==> src/design/knmr_pkg.sv <==
// Package of shared constants, types and helper functions for the K-of-M reliability block.
`default_nettype none
package knmr_pkg;

   localparam int NUM_PROB_FIELDS      = 8;
   localparam int DEF_MAX_UNITS        = 8;
   localparam int DEF_MAX_CHAIN_STATES = 16;

   localparam int PROB_W     = 17;
   localparam int RATE_W     = 32;
   localparam int CFG_W      = 4;
   localparam int CSR_IDX_W  = 8;
   localparam int CSR_DATA_W = 8;
   localparam int WEIGHT_W   = 64;
   localparam int FACTOR_W   = 36;

   localparam logic [PROB_W-1:0] ONE_Q16 = 17'h10000;

   // Register indexes of the configuration port.
   localparam logic [CSR_IDX_W-1:0] REG_INPUT_COUNT      = 8'd0;
   localparam logic [CSR_IDX_W-1:0] REG_VOTE_THRESHOLD   = 8'd1;
   localparam logic [CSR_IDX_W-1:0] REG_TOP_STATE        = 8'd2;
   localparam logic [CSR_IDX_W-1:0] REG_REPAIR_CREWS     = 8'd3;
   localparam logic [CSR_IDX_W-1:0] REG_ACTIVE_ONLY_MODE = 8'd4;

   localparam logic STATUS_OK       = 1'b0;
   localparam logic STATUS_ZERO_DIV = 1'b1;

   typedef struct packed {
      logic                start;
      logic                cap32;
      logic [WEIGHT_W-1:0] x;
      logic [FACTOR_W-1:0] y;
      logic [WEIGHT_W-1:0] den;
   } muldiv_req_type;

   typedef struct packed {
      logic                done;
      logic [WEIGHT_W-1:0] q;
   } muldiv_rsp_type;

   function automatic logic [WEIGHT_W-1:0] sat_add(input logic [WEIGHT_W-1:0] x,
                                                   input logic [WEIGHT_W-1:0] y);
      logic [WEIGHT_W:0] s;
      s = {1'b0, x} + {1'b0, y};
      return s[WEIGHT_W] ? {WEIGHT_W{1'b1}} : s[WEIGHT_W-1:0];
   endfunction

endpackage
`default_nettype wire

==> src/design/knmr_muldiv.sv <==
// Iterative multiply then restoring divide unit with saturation, one quotient bit per cycle.
`default_nettype none
module knmr_muldiv (
   input  logic                     clock,
   input  logic                     reset,
   input  knmr_pkg::muldiv_req_type md_req,
   output knmr_pkg::muldiv_rsp_type md_rsp
);
   import knmr_pkg::*;

   localparam int PROD_W = WEIGHT_W + FACTOR_W;
   localparam int PP_W   = 32 + FACTOR_W;
   localparam int CNT_W  = $clog2(WEIGHT_W);

   typedef enum logic [4:0] {
      MD_IDLE   = 5'b00001,
      MD_MUL_LO = 5'b00010,
      MD_MUL_HI = 5'b00100,
      MD_CHECK  = 5'b01000,
      MD_DIV    = 5'b10000
   } md_state_type;

   md_state_type        state_ff, state_in;
   logic [WEIGHT_W-1:0] x_ff, x_in;
   logic [FACTOR_W-1:0] y_ff, y_in;
   logic [WEIGHT_W-1:0] den_ff, den_in;
   logic                cap32_ff, cap32_in;
   logic [PROD_W-1:0]   prod_ff, prod_in;
   logic [WEIGHT_W-1:0] rem_ff, rem_in;
   logic [WEIGHT_W-1:0] lo_ff, lo_in;
   logic [WEIGHT_W-1:0] q_ff, q_in;
   logic [CNT_W-1:0]    cnt_ff, cnt_in;
   logic                done_ff, done_in;
   logic [WEIGHT_W-1:0] result_ff, result_in;

   logic [31:0]         mul_a;
   logic [PP_W-1:0]     pp;
   logic [WEIGHT_W:0]   shifted, diff;
   logic                ge;
   logic [WEIGHT_W-1:0] cap;
   logic [WEIGHT_W-1:0] q_next;

   assign mul_a   = (state_ff == MD_MUL_LO) ? x_ff[31:0] : x_ff[63:32];
   assign pp      = PP_W'(mul_a) * PP_W'(y_ff);
   assign shifted = {rem_ff, lo_ff[WEIGHT_W-1]};
   assign diff    = shifted - {1'b0, den_ff};
   assign ge      = shifted >= {1'b0, den_ff};
   assign cap     = cap32_ff ? {32'b0, 32'hFFFF_FFFF} : {WEIGHT_W{1'b1}};
   assign q_next  = {q_ff[WEIGHT_W-2:0], ge};

   always_comb begin
      state_in  = state_ff;
      x_in      = x_ff;
      y_in      = y_ff;
      den_in    = den_ff;
      cap32_in  = cap32_ff;
      prod_in   = prod_ff;
      rem_in    = rem_ff;
      lo_in     = lo_ff;
      q_in      = q_ff;
      cnt_in    = cnt_ff;
      done_in   = 1'b0;
      result_in = result_ff;
      case (state_ff)
         MD_IDLE: begin
            if (md_req.start) begin
               x_in     = md_req.x;
               y_in     = md_req.y;
               den_in   = md_req.den;
               cap32_in = md_req.cap32;
               state_in = MD_MUL_LO;
            end
         end
         MD_MUL_LO: begin
            prod_in  = PROD_W'(pp);
            state_in = MD_MUL_HI;
         end
         MD_MUL_HI: begin
            prod_in  = prod_ff + {pp, 32'b0};
            state_in = MD_CHECK;
         end
         MD_CHECK: begin
            if (WEIGHT_W'(prod_ff[PROD_W-1:WEIGHT_W]) >= den_ff) begin
               result_in = cap;
               done_in   = 1'b1;
               state_in  = MD_IDLE;
            end else begin
               rem_in   = WEIGHT_W'(prod_ff[PROD_W-1:WEIGHT_W]);
               lo_in    = prod_ff[WEIGHT_W-1:0];
               q_in     = '0;
               cnt_in   = '0;
               state_in = MD_DIV;
            end
         end
         MD_DIV: begin
            rem_in = ge ? diff[WEIGHT_W-1:0] : shifted[WEIGHT_W-1:0];
            lo_in  = {lo_ff[WEIGHT_W-2:0], 1'b0};
            q_in   = q_next;
            cnt_in = cnt_ff + 1'b1;
            if (cnt_ff == CNT_W'(WEIGHT_W - 1)) begin
               result_in = (q_next > cap) ? cap : q_next;
               done_in   = 1'b1;
               state_in  = MD_IDLE;
            end
         end
         default: begin
            state_in = MD_IDLE;
         end
      endcase
   end

   always_ff @(posedge clock) begin
      if (reset) begin
         state_ff <= MD_IDLE;
         done_ff  <= 1'b0;
      end else begin
         state_ff <= state_in;
         done_ff  <= done_in;
      end
      x_ff      <= x_in;
      y_ff      <= y_in;
      den_ff    <= den_in;
      cap32_ff  <= cap32_in;
      prod_ff   <= prod_in;
      rem_ff    <= rem_in;
      lo_ff     <= lo_in;
      q_ff      <= q_in;
      cnt_ff    <= cnt_in;
      result_ff <= result_in;
   end

   assign md_rsp.done = done_ff;
   assign md_rsp.q    = result_ff;

endmodule
`default_nettype wire

==> config.mk <==
export PLATFORM = sky130hd
export DESIGN_NAME = knmr_muldiv
export DESIGN_NICKNAME = d
export VERILOG_FILES = /design/src/design/knmr_pkg.sv /design/src/design/knmr_muldiv.sv
export SDC_FILE = /design/constraint.sdc
export NUM_CORES = 2
export LEC_CHECK = 0
export ABC_AREA = 1
export BUFFER_PORTS_ARGS = -buffer_cell sky130_fd_sc_hd__clkbuf_2
export CORE_MARGIN = 2
export CORE_UTILIZATION = 44
export CTS_CLUSTER_DIAMETER = 200
export DETAILED_ROUTE_END_ITERATION = 12
export PLACE_DENSITY_LB_ADDON = 0.15
export SYNTH_ARGS = -nofsm -noshare
export SYNTH_HDL_FRONTEND = slang
export SYNTH_SLANG_ARGS = --single-unit
==> constraint.sdc <==
create_clock -name clock -period 13.9 [get_ports clock]
set_input_delay 3.475 -clock clock [delete_from_list [all_inputs] [get_ports clock]]
set_output_delay 3.475 -clock clock [all_outputs]
set_load 0.05 [all_outputs]
==> metrics.md <==
| Metric | Value |
|---|---|
| Post-synth EDFFs | `526` |
| DRC | `0` |
| Count of input and output buffers | `around 230` |
| Final min period | `12.41 ns` |
| Worst endpoint required time | `14.33 ns` |
| Final-report hold violation count | `0` |
| Die Height | `401 µm` |
| H-Tree Depth | `3` |
| Initial antenna violation count | `6` |
| Number of DRC markers in iteration 0 | `5389` |
| Vias in the first global route | `58700` |
| Kind of critical path | `flop to flop` |
| Setup tns final | `0 ns` |
| Postcts setup bufs | `0` |
| Setup Skew | `approximately 0.037 ns` |
| Clock latency on the worst-skew pair | `0.71 ns` |
| Final Setup Violations | `0` |
| # placed instances | `about 11000` |
| Min-Delay Path Class | `flop to flop` |
| Layout Cells excl Fill | `10700` |
| Vias | `57900` |
| Core ar. | `156000 µm²` |
| Rows | `145` |
| Clock tree from TritonCTS | `yes` |
| Filler cells | `15500` |
| CP max stage cell | `inv_1` |
| Clock transition at path regs | `~0.060 ns` |
| Area fraction of the dominant cell type after synthesis | `0.294` |
| Critical-path maximum fanout | `43` |
| Hold_buf cts | `0` |
| Final Wtd Congestion | `1.01` |
| Die width | `about 400 µm` |
| DRT Wirelength | `251 mm` |
| Synthesized flop and latch total | `532` |
| Seq/Total Area, Yosys | `0.230` |
| Worst slew margin relative to its limit | `0.227` |
| Area delta synth->final | `8.41%` |
| Sink Count | `between 500 and 600` |
| Critical path's largest stage delay | `0.72 ns` |
| Syn_nets | `a little over 10000` |
| Worst-margin pin slew | `1.16 ns` |
| CP Capture Type | `flop` |
| Max-slew violations | `0` |
| Total CTS buffers | `69` |
| Mean Syn Cell Area | `8.17 µm²` |
| CTS Buffer Depth | `3` |
| Worst setup slack after layout | `around 1.5 ns` |
| Fin crit share | `0.893` |
| Area contributors post-synth | `fa_1 (29%), edfxtp_1 (23%), nand2_1 (10%)` |
| Count of cell types in the netlist | `53` |
| I/O pins | `233` |
| Most common cell in the netlist | `nand2_1` |
| Total track usage | `0.313` |
| Pre-CTS WS | `1.60 ns` |
| Layout cells sized above 1 | `0.0653` |
| Post-route ant nets | `0` |
| NumNets Final | `10300` |
| Synth cell count leaders | `nand2_1 (1938), inv_1 (1687), nor2_1 (1208)` |
| First-pass GRT wire length | `375 mm` |
| RSZ-0062 raised after global routing | `no` |
| Root buf cell | `clkbuf_16` |
| Largest net degree at the start of global routing | `92` |
| CTS resizes | `0` |
| Vias per cell | `5.39` |
| Max-Cap Viols | `0` |
| Status | `finished clean` |
| Startpoint Class | `flop` |
| Fmax | `80.6 MHz` |
| Avg WL per Cell | `roughly 23 µm` |
| HPWL Detailed | `206 mm` |
| Synth Cell Area | `69300 µm²` |
| Ys flop type | `edfxtp_1` |
| Starting Density | `0.443` |
| Die footprint | `161000 µm²` |
| Synth warn | `0` |
| Grt ovf | `0` |
| Drt pass-1 iters | `6` |
| Worst Path Arrival | `~13 ns` |
| Cell taking the most area after synthesis | `fa_1` |
| Synthesized netlist cell count | `8486` |
| Post-synthesis async set-or-reset flop share | `0` |
## worst paths after layout
kind / startpoint / slack [ns] / depth (start not counted) / endpoint
setup reg to reg: state_ff[2] / 1.49 / 42 / prod_ff[82]
hold reg to reg: prod_ff[24] / 0.50 / 2 / lo_ff[24]
setup / recovery: state_ff[2] / 1.49 / 42 / prod_ff[82]
hold / removal: prod_ff[24] / 0.50 / 2 / lo_ff[24]
## flip-flops by register name, summed over array words and instances, names as in the netlist
register and cells:
done_ff 1, x_ff 64, prod_ff 100, cap32_ff 1
q_ff 63, rem_ff 64, state_ff 5, result_ff 64
lo_ff 64, cnt_ff 6, den_ff 64, y_ff 36
## per-stage QoR
step	area, µm²	util	hold slack [ns]
after floorplan	69300	-	0.481
after CTS	75100	0.480	0.499
after global routing	75100	0.480	0.506
after detailed placement	72800	0.465	0.500
final	75200	0.481	0.496
after global placement	72800	0.465	0.487
## final cells by class
| class | instances | area (µm²) | area share |
|---|---|---|---|
| Multi-Input combinational cell | 5961 | 45900 | 0.610 |
| Clock buffer | 82 | 1810 | 0.0240 |
| Inverter | 1723 | 6470 | 0.0861 |
| Antenna cell | 5 | 12.5 | 0.000166 |
| Timing Repair Buffer | 335 | 1950 | 0.0259 |
| Tap cell | 2058 | 2570 | 0.0343 |
| Clock inverter | 44 | 574 | 0.00764 |
| Sequential cell | 532 | 15900 | 0.212 |
## worst max-delay path: cells and delay by family, from the launching register on
family | cells | cell delay (ns)
adders and majority gates | 10 | 5.07
and+or+nand+nor | 13 | 2.23
xor gates and xnor gates | 1 | 0.62
AOI/OAI and AO/OA | 7 | 1.76
DFF | 1 | 0.32
buffers and inverters | 11 | 2.09
## layer usage
metal	vias to the layer above	track usage	routed length, µm
li1	26200	-	-
met5	-	0	20
met2	2499	0.488	112000
met3	469	0.0550	21100
met4	2	0.116	10500
met1	28800	0.438	107000
## kinds of logic (layout without fill, tap and decap cells)
logic type               after synthesis  count (layout)  share of synthesized area
other                                  0               5                          0
XOR/XNOR                             102             102                     0.0129
AND/OR/NAND/NOR                     3611            3611                      0.209
AO/OA/AOI/OAI                        760             760                     0.0597
buffers and inverters               1993            2184                      0.110
adder cells (fa/ha/maj)             1488            1488                      0.379
flip-flops                           532             532                      0.230
## cells in the final DEF (no fill, tap or decap), types with 10 or more instances in the layout
cell type and n:
inv_2 19, inv_1 1686, o21ai_1 19, o211ai_1 20
clkbuf_16 69, clkbuf_1 10, nand3b_1 17, buf_4 102
or2_2 50, nand2_1 1936, nor2_1 1206, xnor2_1 39
a31oi_1 13, a21o_1 14, o21ai_2 20, and2_1 22
o21ai_0 239, nor3_1 39, fa_1 1018, o21bai_1 30
nor4_1 18, edfxtp_1 526, a21oi_1 366, o21a_1 19
ha_1 470, nand4_1 52, clkbuf_2 232, nand3_1 222
clkinv_1 24, xor2_1 63
Power is not shown: default switching activity piles up to over one toggle a cycle in this logic, so the estimate is an artifact.
